**src/hw/rtl/sdsc_pkg.sv**
```systemverilog
// sdsc_pkg.sv: shared types and constants of the sd spi command sequencer
`timescale 1ns / 1ps

package sdsc_pkg;

  // default command store depth and register reset values
  localparam int CmdDepthDefault = 8;
  localparam logic [15:0] PollLimitReset = 16'd500;

  // byte codes on the spi line
  localparam logic [7:0] PollByte   = 8'hff;
  localparam logic [7:0] StartToken = 8'hfe;
  localparam logic [7:0] BusyMask   = 8'h80;

  // item opcodes
  localparam logic [2:0] OpLoad   = 3'd0;
  localparam logic [2:0] OpStart  = 3'd1;
  localparam logic [2:0] OpRx     = 3'd2;
  localparam logic [2:0] OpResume = 3'd3;
  localparam logic [2:0] OpFinish = 3'd4;

  // configuration register indexes
  localparam logic CfgAckLimit   = 1'b0;
  localparam logic CfgTokenLimit = 1'b1;

  // transaction phases
  localparam logic [2:0] PhIdle    = 3'd0;
  localparam logic [2:0] PhSend    = 3'd1;
  localparam logic [2:0] PhAck     = 3'd2;
  localparam logic [2:0] PhToken   = 3'd3;
  localparam logic [2:0] PhRead    = 3'd4;
  localparam logic [2:0] PhWaitBuf = 3'd5;

  // one input item
  typedef struct packed {
    logic [2:0]  opcode;
    logic [2:0]  cmd_slot;
    logic [7:0]  cmd_value;
    logic [3:0]  cmd_length;
    logic [7:0]  expected_response;
    logic [15:0] grant_length;
    logic [7:0]  rx_value;
  } item_t;

  // one result item
  typedef struct packed {
    logic       tx_valid;
    logic [7:0] tx_value;
    logic       data_valid;
    logic [7:0] data_value;
    logic       select_level;
    logic       finished;
    logic       failed;
    logic       need_buffer;
  } result_t;

endpackage

```
**src/hw/rtl/sdsc_in_if.sv**
```systemverilog
// sdsc_in_if.sv: input item channel of the sd spi command sequencer
`timescale 1ns / 1ps

interface sdsc_in_if;
  logic        valid;
  logic        ready;
  logic [2:0]  opcode;
  logic [2:0]  cmd_slot;
  logic [7:0]  cmd_value;
  logic [3:0]  cmd_length;
  logic [7:0]  expected_response;
  logic [15:0] grant_length;
  logic [7:0]  rx_value;

  modport source (
    output valid, opcode, cmd_slot, cmd_value, cmd_length, expected_response,
    output grant_length, rx_value,
    input  ready
  );

  modport sink (
    input  valid, opcode, cmd_slot, cmd_value, cmd_length, expected_response,
    input  grant_length, rx_value,
    output ready
  );
endinterface

```
**src/hw/rtl/sdsc_out_if.sv**
```systemverilog
// sdsc_out_if.sv: result item channel of the sd spi command sequencer
`timescale 1ns / 1ps

interface sdsc_out_if;
  logic       valid;
  logic       ready;
  logic       tx_valid;
  logic [7:0] tx_value;
  logic       data_valid;
  logic [7:0] data_value;
  logic       select_level;
  logic       finished;
  logic       failed;
  logic       need_buffer;

  modport source (
    output valid, tx_valid, tx_value, data_valid, data_value, select_level,
    output finished, failed, need_buffer,
    input  ready
  );

  modport sink (
    input  valid, tx_valid, tx_value, data_valid, data_value, select_level,
    input  finished, failed, need_buffer,
    output ready
  );
endinterface

```
**src/hw/rtl/sdsc_cmd_store.sv**
```systemverilog
// sdsc_cmd_store.sv: command byte store, written by load items
`timescale 1ns / 1ps

module sdsc_cmd_store
  import sdsc_pkg::*;
#(
  parameter int CMD_DEPTH = CmdDepthDefault,
  localparam int IdxW = (CMD_DEPTH > 1) ? $clog2(CMD_DEPTH) : 1
) (
  input  logic            clk,
  input  logic            wr_en,
  input  logic [2:0]      wr_slot,
  input  logic [7:0]      wr_data,
  input  logic [IdxW-1:0] rd_idx,
  output logic [7:0]      rd_data
);

  logic [7:0] mem [CMD_DEPTH];
  logic [4:0] slot_wide;
  logic       slot_ok;

  // slots at or beyond the depth are dropped
  assign slot_wide = {2'b00, wr_slot};
  assign slot_ok   = slot_wide < 5'(CMD_DEPTH);

  always_ff @(posedge clk) begin
    if (wr_en && slot_ok) begin
      mem[slot_wide[IdxW-1:0]] <= wr_data;
    end
  end

  assign rd_data = mem[rd_idx];

endmodule

```
**src/hw/rtl/sdsc_ctrl.sv**
```systemverilog
// sdsc_ctrl.sv: transaction phase, counters and per-item decision logic
`timescale 1ns / 1ps

module sdsc_ctrl
  import sdsc_pkg::*;
#(
  parameter int CMD_DEPTH = CmdDepthDefault,
  localparam int IdxW = (CMD_DEPTH > 1) ? $clog2(CMD_DEPTH) : 1,
  localparam int CntW = $clog2(CMD_DEPTH + 1)
) (
  input  logic            clk,
  input  logic            rst,
  input  logic            fire,
  input  item_t           item,
  input  logic [15:0]     ack_limit,
  input  logic [15:0]     token_limit,
  input  logic [7:0]      store_data,
  output logic [IdxW-1:0] store_idx,
  output result_t         res
);

  logic [2:0]      phase, phase_next;
  logic [CntW-1:0] send_position, send_position_next;
  logic [CntW-1:0] send_count, send_count_next;
  logic [7:0]      awaited_code, awaited_code_next;
  logic [15:0]     bytes_remaining, bytes_remaining_next;
  logic [15:0]     ack_polls_left, ack_polls_left_next;
  logic [15:0]     token_polls_left, token_polls_left_next;
  logic            select_reg, select_reg_next;

  logic [4:0]      len_wide;
  logic [4:0]      len_clamped;
  logic [CntW-1:0] pos_base;
  logic [CntW-1:0] pos_clamped;
  logic [CntW-1:0] pos_inc;
  logic [CntW-1:0] cnt_cur;
  logic [7:0]      tok_rx;
  logic [15:0]     bytes_dec;

  // command length clamped to 1..depth
  assign len_wide = {1'b0, item.cmd_length};
  always_comb begin
    len_clamped = len_wide;
    if (len_wide == 5'd0) begin
      len_clamped = 5'd1;
    end
    if (len_wide > 5'(CMD_DEPTH)) begin
      len_clamped = 5'(CMD_DEPTH);
    end
  end

  // send position, restarted by a start item
  assign pos_base    = (item.opcode == OpStart) ? '0 : send_position;
  assign pos_clamped = (pos_base >= CntW'(CMD_DEPTH)) ? CntW'(CMD_DEPTH - 1) : pos_base;
  assign pos_inc     = pos_clamped + CntW'(1);
  assign cnt_cur     = (item.opcode == OpStart) ? len_clamped[CntW-1:0] : send_count;
  assign store_idx   = pos_clamped[IdxW-1:0];

  // a matched response acts as a poll byte seen in token wait
  assign tok_rx    = (phase == PhAck) ? PollByte : item.rx_value;
  assign bytes_dec = (bytes_remaining != 16'd0) ? bytes_remaining - 16'd1 : 16'd0;

  // per-item decision
  always_comb begin
    phase_next            = phase;
    send_position_next    = send_position;
    send_count_next       = send_count;
    awaited_code_next     = awaited_code;
    bytes_remaining_next  = bytes_remaining;
    ack_polls_left_next   = ack_polls_left;
    token_polls_left_next = token_polls_left;
    select_reg_next       = select_reg;
    res                   = '0;

    unique case (item.opcode)
      OpStart: begin
        send_count_next       = cnt_cur;
        awaited_code_next     = item.expected_response;
        bytes_remaining_next  = item.grant_length;
        ack_polls_left_next   = ack_limit;
        token_polls_left_next = token_limit;
        select_reg_next       = 1'b1;
        res.tx_valid          = 1'b1;
        res.tx_value          = store_data;
        send_position_next    = pos_inc;
        phase_next            = (pos_inc >= cnt_cur) ? PhAck : PhSend;
      end
      OpRx: begin
        if (phase == PhSend) begin
          res.tx_valid       = 1'b1;
          res.tx_value       = store_data;
          send_position_next = pos_inc;
          if (pos_inc >= cnt_cur) begin
            phase_next = PhAck;
          end
        end else if ((phase == PhAck && item.rx_value == awaited_code) ||
                     phase == PhToken) begin
          // token wait
          phase_next = PhToken;
          if (bytes_remaining == 16'd0) begin
            select_reg_next = 1'b0;
            phase_next      = PhIdle;
            res.finished    = 1'b1;
          end else if (tok_rx == StartToken) begin
            phase_next   = PhRead;
            res.tx_valid = 1'b1;
            res.tx_value = PollByte;
          end else if (token_polls_left == 16'd0 || (tok_rx & BusyMask) == 8'd0) begin
            select_reg_next = 1'b0;
            phase_next      = PhIdle;
            res.finished    = 1'b1;
            res.failed      = 1'b1;
          end else begin
            res.tx_valid          = 1'b1;
            res.tx_value          = PollByte;
            token_polls_left_next = token_polls_left - 16'd1;
          end
        end else if (phase == PhAck) begin
          if (ack_polls_left == 16'd0 || (item.rx_value & BusyMask) == 8'd0) begin
            select_reg_next = 1'b0;
            phase_next      = PhIdle;
            res.finished    = 1'b1;
            res.failed      = 1'b1;
          end else begin
            res.tx_valid        = 1'b1;
            res.tx_value        = PollByte;
            ack_polls_left_next = ack_polls_left - 16'd1;
          end
        end else if (phase == PhRead) begin
          res.data_valid       = 1'b1;
          res.data_value       = item.rx_value;
          bytes_remaining_next = bytes_dec;
          if (bytes_dec != 16'd0) begin
            res.tx_valid = 1'b1;
            res.tx_value = PollByte;
          end else begin
            phase_next      = PhWaitBuf;
            res.need_buffer = 1'b1;
          end
        end
      end
      OpResume: begin
        if (phase == PhWaitBuf) begin
          bytes_remaining_next = item.grant_length;
          if (item.grant_length == 16'd0) begin
            res.need_buffer = 1'b1;
          end else begin
            phase_next   = PhRead;
            res.tx_valid = 1'b1;
            res.tx_value = PollByte;
          end
        end
      end
      OpFinish: begin
        if (phase != PhIdle) begin
          select_reg_next = 1'b0;
          phase_next      = PhIdle;
          res.finished    = 1'b1;
        end
      end
      default: begin
        // loads touch only the store; other codes are ignored
      end
    endcase

    res.select_level = select_reg_next;
  end

  // state registers
  always_ff @(posedge clk) begin
    if (rst) begin
      phase            <= PhIdle;
      send_position    <= '0;
      send_count       <= '0;
      awaited_code     <= '0;
      bytes_remaining  <= '0;
      ack_polls_left   <= '0;
      token_polls_left <= '0;
      select_reg       <= 1'b0;
    end else if (fire) begin
      phase            <= phase_next;
      send_position    <= send_position_next;
      send_count       <= send_count_next;
      awaited_code     <= awaited_code_next;
      bytes_remaining  <= bytes_remaining_next;
      ack_polls_left   <= ack_polls_left_next;
      token_polls_left <= token_polls_left_next;
      select_reg       <= select_reg_next;
    end
  end

endmodule

```
**src/hw/rtl/sd_spi_command_sequencer.sv**
```systemverilog
// An accepted item passes the input register, then the result register,
// to give its result item. Throughput: one item per cycle while out_ch
// keeps taking results; the per-item decision sits between the two registers.
// Reset (synchronous, active high) leaves the block idle with chip select
// released and both poll limits at 500; the command store is not reset.
`timescale 1ns / 1ps

module sd_spi_command_sequencer
  import sdsc_pkg::*;
#(
  parameter int CMD_DEPTH = CmdDepthDefault
) (
  input  logic        clk,
  input  logic        rst,
  input  logic        cfg_write,
  input  logic        cfg_index,
  input  logic [15:0] cfg_data,
  sdsc_in_if.sink     in_ch,
  sdsc_out_if.source  out_ch
);

  localparam int IdxW = (CMD_DEPTH > 1) ? $clog2(CMD_DEPTH) : 1;

  logic [15:0]     ack_limit;
  logic [15:0]     token_limit;
  logic            s1_valid;
  item_t           s1_item;
  logic            fire;
  logic            out_valid;
  result_t         out_res;
  result_t         res;
  logic [IdxW-1:0] store_idx;
  logic [7:0]      store_data;

  // configuration registers
  always_ff @(posedge clk) begin
    if (rst) begin
      ack_limit   <= PollLimitReset;
      token_limit <= PollLimitReset;
    end else if (cfg_write) begin
      unique case (cfg_index)
        CfgAckLimit:   ack_limit   <= cfg_data;
        CfgTokenLimit: token_limit <= cfg_data;
        default:       ack_limit   <= ack_limit;
      endcase
    end
  end

  // handshake: the input stage moves on when the result register frees up
  assign fire        = s1_valid && (!out_valid || out_ch.ready);
  assign in_ch.ready = !s1_valid || fire;

  // input register
  always_ff @(posedge clk) begin
    if (rst) begin
      s1_valid <= 1'b0;
    end else if (in_ch.ready) begin
      s1_valid <= in_ch.valid;
    end
  end

  always_ff @(posedge clk) begin
    if (in_ch.ready && in_ch.valid) begin
      s1_item.opcode            <= in_ch.opcode;
      s1_item.cmd_slot          <= in_ch.cmd_slot;
      s1_item.cmd_value         <= in_ch.cmd_value;
      s1_item.cmd_length        <= in_ch.cmd_length;
      s1_item.expected_response <= in_ch.expected_response;
      s1_item.grant_length      <= in_ch.grant_length;
      s1_item.rx_value          <= in_ch.rx_value;
    end
  end

  // command byte store
  sdsc_cmd_store #(
    .CMD_DEPTH(CMD_DEPTH)
  ) u_store (
    .clk    (clk),
    .wr_en  (fire && s1_item.opcode == OpLoad),
    .wr_slot(s1_item.cmd_slot),
    .wr_data(s1_item.cmd_value),
    .rd_idx (store_idx),
    .rd_data(store_data)
  );

  // transaction control
  sdsc_ctrl #(
    .CMD_DEPTH(CMD_DEPTH)
  ) u_ctrl (
    .clk        (clk),
    .rst        (rst),
    .fire       (fire),
    .item       (s1_item),
    .ack_limit  (ack_limit),
    .token_limit(token_limit),
    .store_data (store_data),
    .store_idx  (store_idx),
    .res        (res)
  );

  // result register
  always_ff @(posedge clk) begin
    if (rst) begin
      out_valid <= 1'b0;
    end else if (fire) begin
      out_valid <= 1'b1;
    end else if (out_ch.ready) begin
      out_valid <= 1'b0;
    end
  end

  always_ff @(posedge clk) begin
    if (fire) begin
      out_res <= res;
    end
  end

  assign out_ch.valid        = out_valid;
  assign out_ch.tx_valid     = out_res.tx_valid;
  assign out_ch.tx_value     = out_res.tx_value;
  assign out_ch.data_valid   = out_res.data_valid;
  assign out_ch.data_value   = out_res.data_value;
  assign out_ch.select_level = out_res.select_level;
  assign out_ch.finished     = out_res.finished;
  assign out_ch.failed       = out_res.failed;
  assign out_ch.need_buffer  = out_res.need_buffer;

endmodule
```
**src/flat_wrapper.sv**
```systemverilog
// flat-port wrapper written by rule: the top's interface ports become plain ports
module sd_spi_command_sequencer_flat import sdsc_pkg::*;
#(
  parameter int CMD_DEPTH = CmdDepthDefault
)
  (clk, rst, cfg_write, cfg_index, cfg_data, in_ch_valid, in_ch_opcode, in_ch_cmd_slot, in_ch_cmd_value, in_ch_cmd_length, in_ch_expected_response, in_ch_grant_length, in_ch_rx_value, in_ch_ready, out_ch_valid, out_ch_tx_valid, out_ch_tx_value, out_ch_data_valid, out_ch_data_value, out_ch_select_level, out_ch_finished, out_ch_failed, out_ch_need_buffer, out_ch_ready);
  sdsc_in_if in_ch_i ();
  sdsc_out_if out_ch_i ();
  input  logic clk;
  input  logic rst;
  input  logic cfg_write;
  input  logic cfg_index;
  input  logic [15:0] cfg_data;
  input wire logic [$bits(in_ch_i.valid)-1:0] in_ch_valid;
  input wire logic [$bits(in_ch_i.opcode)-1:0] in_ch_opcode;
  input wire logic [$bits(in_ch_i.cmd_slot)-1:0] in_ch_cmd_slot;
  input wire logic [$bits(in_ch_i.cmd_value)-1:0] in_ch_cmd_value;
  input wire logic [$bits(in_ch_i.cmd_length)-1:0] in_ch_cmd_length;
  input wire logic [$bits(in_ch_i.expected_response)-1:0] in_ch_expected_response;
  input wire logic [$bits(in_ch_i.grant_length)-1:0] in_ch_grant_length;
  input wire logic [$bits(in_ch_i.rx_value)-1:0] in_ch_rx_value;
  output wire logic [$bits(in_ch_i.ready)-1:0] in_ch_ready;
  output wire logic [$bits(out_ch_i.valid)-1:0] out_ch_valid;
  output wire logic [$bits(out_ch_i.tx_valid)-1:0] out_ch_tx_valid;
  output wire logic [$bits(out_ch_i.tx_value)-1:0] out_ch_tx_value;
  output wire logic [$bits(out_ch_i.data_valid)-1:0] out_ch_data_valid;
  output wire logic [$bits(out_ch_i.data_value)-1:0] out_ch_data_value;
  output wire logic [$bits(out_ch_i.select_level)-1:0] out_ch_select_level;
  output wire logic [$bits(out_ch_i.finished)-1:0] out_ch_finished;
  output wire logic [$bits(out_ch_i.failed)-1:0] out_ch_failed;
  output wire logic [$bits(out_ch_i.need_buffer)-1:0] out_ch_need_buffer;
  input wire logic [$bits(out_ch_i.ready)-1:0] out_ch_ready;
  assign in_ch_i.valid = in_ch_valid;
  assign in_ch_i.opcode = in_ch_opcode;
  assign in_ch_i.cmd_slot = in_ch_cmd_slot;
  assign in_ch_i.cmd_value = in_ch_cmd_value;
  assign in_ch_i.cmd_length = in_ch_cmd_length;
  assign in_ch_i.expected_response = in_ch_expected_response;
  assign in_ch_i.grant_length = in_ch_grant_length;
  assign in_ch_i.rx_value = in_ch_rx_value;
  assign in_ch_ready = in_ch_i.ready;
  assign out_ch_valid = out_ch_i.valid;
  assign out_ch_tx_valid = out_ch_i.tx_valid;
  assign out_ch_tx_value = out_ch_i.tx_value;
  assign out_ch_data_valid = out_ch_i.data_valid;
  assign out_ch_data_value = out_ch_i.data_value;
  assign out_ch_select_level = out_ch_i.select_level;
  assign out_ch_finished = out_ch_i.finished;
  assign out_ch_failed = out_ch_i.failed;
  assign out_ch_need_buffer = out_ch_i.need_buffer;
  assign out_ch_i.ready = out_ch_ready;
  sd_spi_command_sequencer #(.CMD_DEPTH(CMD_DEPTH)) u_core (.clk(clk), .rst(rst), .cfg_write(cfg_write), .cfg_index(cfg_index), .cfg_data(cfg_data), .in_ch(in_ch_i), .out_ch(out_ch_i));
endmodule
```
**config.mk**
```make
export PLATFORM = sky130hd
export DESIGN_NAME = sd_spi_command_sequencer_flat
export DESIGN_NICKNAME = d
export VERILOG_FILES = /design/src/hw/rtl/sdsc_pkg.sv /design/src/hw/rtl/sdsc_in_if.sv /design/src/hw/rtl/sdsc_out_if.sv /design/src/hw/rtl/sdsc_cmd_store.sv /design/src/hw/rtl/sdsc_ctrl.sv /design/src/hw/rtl/sd_spi_command_sequencer.sv /design/src/flat_wrapper.sv
export SDC_FILE = /design/constraint.sdc
export NUM_CORES = 1
export LEC_CHECK = 0
export BUFFER_PORTS_ARGS = -buffer_cell sky130_fd_sc_hd__buf_2
export CAP_MARGIN = 20
export CORE_UTILIZATION = 62
export CTS_BUF_LIST = sky130_fd_sc_hd__clkbuf_2 sky130_fd_sc_hd__clkbuf_4 sky130_fd_sc_hd__clkbuf_8
export DETAILED_ROUTE_END_ITERATION = 16
export MAX_ROUTING_LAYER = met4
export PLACE_DENSITY_LB_ADDON = 0.25
export SYNTH_ARGS = -nofsm -noshare
export SYNTH_HDL_FRONTEND = slang
export SYNTH_SLANG_ARGS = --single-unit
export TNS_END_PERCENT = 20
```
**constraint.sdc**
```tcl
create_clock -name clk -period 3.8 [get_ports clk]
set_clock_uncertainty 0.1 [all_clocks]
set_input_delay 0.57 -clock clk [delete_from_list [all_inputs] [get_ports clk]]
set_output_delay 0.57 -clock clk [all_outputs]
set_load 0.01 [all_outputs]
```
* After elaboration in Yosys (flattened, before gate mapping)
Memory sizes are Yosys's and may differ from the RTL's.
Cells that the tools add are included.
** Cells by class
- $add $sub $neg :: 4
- Order comparisons :: 4
- Equal/unequal tests :: 29
- Multiplexer cells :: 83
- Bitwise operators :: 3
- Reductions and logical operators :: 38
** Operator list (number)
- $mux 16 :: 15
- $mux 9 :: 10
- $logic_not 16->1 :: 4
- $pmux 16 s2 :: 2
- $pmux 16 s3 :: 1
- $sub 16x1->16 const B :: 3
- $mux 3 :: 13
- $reduce_bool 16->1 :: 2
- $ne 2x2->1 const B :: 14
- $pmux 9 s3 :: 1
- $mux 4 :: 6
- $mux 1 :: 21
- $mux 18 :: 1
- $logic_not 8->1 :: 2
- $ne 5x5->1 const B :: 3
- $mux 2 :: 7
- $reduce_and 7->1 :: 2
- $eq 3x2->1 const B :: 4
- $pmux 3 s4 :: 1
- $eq 3x3->1 const B :: 3
- $reduce_and 9->1 :: 1
- $eq 8x8->1 :: 1
- $eq 8x8->1 const B :: 1
- $mux 8 :: 1
- other kinds (25) :: 42
** Word-level totals
- Register bits after elaboration :: 174
- Bits in writable memories :: 64
- Word-level logic and storage cells :: 189
- Memories :: 1
** Memory list
- u_core.u_store.mem :: depth 8, width 8, read ports 1, clocked after memory_dff 0, wr ports 1, line sdsc_cmd_store.sv:18 : logic [7:0] mem [CMD_DEPTH];

* Logic depth before layout (Yosys ltp)
- Word-level depth :: 10
- Gate-level depth with buffers :: 14
- Mapped depth without buffers :: 11

* By module
From an unflattened synthesis, not the netlist that was laid out.
** Unflattened totals
- Cells, all modules :: 980
- Area, all modules :: 10871.7 µm²
** By module, submodules not included
- sdsc_ctrl :: instances 1, cells each 663, area each 4760.8 µm², sequential area each 1361.3 µm²
- sd_spi_command_sequencer :: instances 1, cells each 211, area each 3579.7 µm², sequential area each 2842.7 µm²
- sdsc_cmd_store :: instances 1, cells each 106, area each 2531.2 µm², sequential area each 1921.8 µm²

* Least setup slack after synthesis
Ideal clock, no wire load.
- Path type :: register to register
- Start point :: register u_core.s1_item[48] (netlist bit)
- End point :: register u_core.u_ctrl.phase[1]
- Arrival :: 3252 ps
- Path slack :: 353 ps
- Stages on the path, launching flop included :: 15
- Path buffers :: 3
- Path through :: edfxtp_1 -> or3b_2 -> clkbuf_1 -> nand2_1 -> inv_1 -> clkbuf_1 -> buf_1 -> ha_1 -> ha_1 -> a21o_1 -> a21o_1 -> a21oi_1 -> a211o_1 -> a21o_1 -> a221oi_1
** On the way
- Longest elaborated chain between the ends :: 8
- Elaborated cells on any way between the ends :: 21
** Ends and longest elaborated chain
- start, declared :: line sd_spi_command_sequencer.sv:27 : item_t s1_item;
- $eq 3x1->1 (*) :: line sdsc_ctrl.sv:53 : assign pos_base = (item.opcode == OpStart) ? '0 : send_position;
- $mux 4 (*) :: line sdsc_ctrl.sv:53
- $ge 4x4->1 :: line sdsc_ctrl.sv:54 : assign pos_clamped = (pos_base >= CntW'(CMD_DEPTH)) ? CntW'(CMD_DEPTH - 1) : pos_base;
- $mux 4 (*) :: line sdsc_ctrl.sv:54
- $add 4x1->4 (*) :: line sdsc_ctrl.sv:55 : assign pos_inc = pos_clamped + CntW'(1);
- via u_core.u_ctrl.pos_inc[1] :: line sdsc_ctrl.sv:35 : logic [CntW-1:0] pos_inc;
- $ge 4x4->1 (*) :: line sdsc_ctrl.sv:86, sdsc_ctrl.sv:93
- $ne 3x3->1 (no source line) or $mux 2 (tied branches)
- $reduce_and 9->1 (no source line) or $pmux 3 s4 (tied branches)
- end signal, assigned :: line sdsc_ctrl.sv:172 : phase <= PhIdle;
- end signal, assigned :: line sdsc_ctrl.sv:181 : phase <= phase_next;
- end, declared :: line sdsc_ctrl.sv:22 : logic [2:0] phase, phase_next;
The timed path passes the listed nets; every way through them passes the cells marked *.
A chain may end at the register's enable or synchronous reset.

==> flow_metrics.tcl <==
set metrics [dict create \
    dpl.cell_count 1335 \
    worstPathMaxFanout 9 \
    crit_path_start "u_core.u_ctrl.bytes_remaining[2]$_SDFFE_PP0P_" \
    p_per_area_nw_per_um2 457 \
    chipHeight_um 133 \
    crit_required_ns 3.96 \
    multi_input_area_sq_um 4180 \
    setup_tns_ns 0 \
    fill_cells 1213 \
    hp-start "in_ch_rx_value[1]" \
    power.leakage_uw 0.00450 \
    finalHoldViolCount 0 \
    die-area_sq_um 17700 \
    design_area_sq_um 12100 \
    start_util_pct 63.8 \
    gp_congestion 0.920 \
    place_area_sq_um 11300 \
    synth_top_area_share_pct 38.5 \
    final_net_count 1235 \
    r2r-start "u_core.u_ctrl.bytes_remaining[2]$_SDFFE_PP0P_" \
    area_growth_pct 14.3 \
    crit_type "register to register" \
    place_ws_ns 0.457 \
    relSlewSlack_pct 34.4 \
    cts.sinks 238 \
    overflow 0 \
    port_buffers 95 \
    postSynthCellCount 1058 \
    r2r-end "u_core.out_ch.tx_value[2]$_DFFE_PP_" \
    setup_ws_ns 0.428 \
    root_buffer "clkbuf_8" \
    hold_buffers 0 \
    cap_viol_max_count 0 \
    post-route-util_pct 72.9 \
    ir_worst_vdd_v 0.000308 \
    yosysSeqAreaShare_pct 57.7 \
    cp.arrival_ns 3.54 \
    post-route-min-period_ns 3.37 \
    drcViolationCount 0 \
    fin_cells 1403 \
    worstSetupEndpoint "u_core.out_ch.tx_value[2]$_DFFE_PP_" \
    first_pass_iters 8 \
    clockBufferDepth 3 \
    grt_max_degree 60 \
    yosysWarnings 0 \
    clock_latency_ns 0.52 \
    slew_viol_final 0 \
    wirelength_um 24300 \
    via_per_inst 6.05 \
    htree_levels 2 \
    synth_area_leaders "edfxtp_1 38%, dfxtp_1 19%, nand2_1 6.1%" \
    post_cts_buffers 0 \
    grt_pass1_vias 7951 \
    worstMarginPinSlew_ns 0.983 \
    final_common_cell "nand2_1" \
    grt_use_total_pct 29.0 \
    cp-start-kind "register" \
    num_io_pins 96 \
    final_antenna_net_count 0 \
    netlist_area_sq_um 10600 \
    period_share_pct 88.7 \
    path_clk_slew_ns 0.07 \
    largest_reg_flops 64 \
    synth_async_sr_flop_share_pct 0 \
    final-seq-area_sq_um 6130 \
    cts_resized 0 \
    vias 8484 \
    dp_hpwl_um 16400 \
    first_iter_violations 760 \
    fp.coreArea_sq_um 16600 \
    cts_tree "done" \
    die_width_um 133 \
    final_cell_mix "172 x nand2_1, 136 x edfxtp_1, 102 x dfxtp_1" \
    numCtsBuffers 38 \
    grt_pass1_wl_um 39400 \
    routedWlPerCell_um 17.3 \
    ys.flop_type "edfxtp_1" \
    setup_viol 0 \
    synth_enable_flop_cells 136 \
    drive_gt1_share_pct 17.6 \
    grt_setup_unrepaired "false" \
    yosysTopAreaCell "edfxtp_1" \
    antenna_found_initial 0 \
    max_freq_ghz 0.297 \
    yosys_register_bits 238 \
    synth.distinct_cells 66 \
    syn_avg_cell_area_sq_um 10.0 \
    rows 47 \
    status "completed" \
    diodes 0 \
    rr_worst_depth 7 \
    syn-num-nets 1138 \
    end_kind "register" \
    min_path_type "primary input to register" \
    regToRegSetupSlack_ns 0.43 \
]
layer usage:
layer	vias to the layer above	global-route usage, %	share of wire, %
li1	4110	-	-
met1	4003	40.0	45
met2	325	43.5	46
met3	46	5.67	7.4
met4	0	8.75	1.8
met5	-	-	0
cell usage after synthesis, types with 14 or more instances:
cell and instances:
a211oi_1 16, a21oi_1 91, a22oi_1 25, and2_1 14
clkbuf_1 60, dfxtp_1 102, edfxtp_1 136, inv_1 15
nand2_1 173, nand2b_1 14, nand3_1 20, nand3b_1 14
nand4_1 14, nor2_1 91, nor3_1 27, nor4_1 18
o21ai_0 51
cell families (layout without fill, tap and decap cells):
kind of cell,Yosys count,after routing,synth area share (%)
AO/OA/AOI/OAI,275,275,16.8
multiplexers,12,12,1.13
AND/OR/NAND/NOR,427,427,19.1
flip-flops,238,238,57.7
adder cells (fa/ha/maj),8,8,0.943
XOR/XNOR,15,15,1.24
buffers and inverters,83,208,3.09
per-stage QoR:
| step | hold slack (ns) | total power, uW |
|---|---|---|
| after floorplan | 0.331 | 3200 |
| after global placement | 0.339 | 3340 |
| after detailed placement | 0.346 | 3350 |
| after CTS | 0.0854 | 5590 |
| after global routing | 0.0808 | 5760 |
| final | 0.120 | 5550 |
worst min-delay path by stage:
stage / to / slack, ns / cells after the start
after global routing: u_core.s1_item[1]$_DFFE_PP_ / 0.08 / 1
final: u_core.s1_item[1]$_DFFE_PP_ / 0.12 / 1
after CTS: u_core.s1_item[1]$_DFFE_PP_ / 0.09 / 1
after detailed placement: u_core.u_ctrl.send_count[3]$_SDFFE_PP0P_ / 0.35 / 2
after floorplan: u_core.u_ctrl.token_polls_left[14]$_SDFFE_PP0P_ / 0.33 / 2
after global placement: u_core.u_ctrl.token_polls_left[14]$_SDFFE_PP0P_ / 0.34 / 2
power by group:
part	total, uW	leakage, uW	switching [uW]	internal [uW]
sequential	2860	0.00211	58.8	2810
combinational	435	0.00197	267	168
clock	2250	0.000424	965	1280
total	5550	0.00450	1290	4260
worst max-delay path, stage by stage, from the launching register on:
cell and delay (ns):
dfxtp_1 0.37, or4_4 0.61, nor4_4 0.37, nand2_1 0.23
a222oi_1 0.50, nand2_1 0.10, a211o_1 0.44, o32a_1 0.40
cell type report:
type | instances | share of cell area, %
flip-flops and latches | 238 | 50.5
multi-input cells | 737 | 34.4
clock buffers | 61 | 6.35
repair buffers | 124 | 5.71
well taps | 220 | 2.27
inverters | 16 | 0.495
clock inverters | 7 | 0.268
No activity file was read; power rests on OpenSTA's default activity.
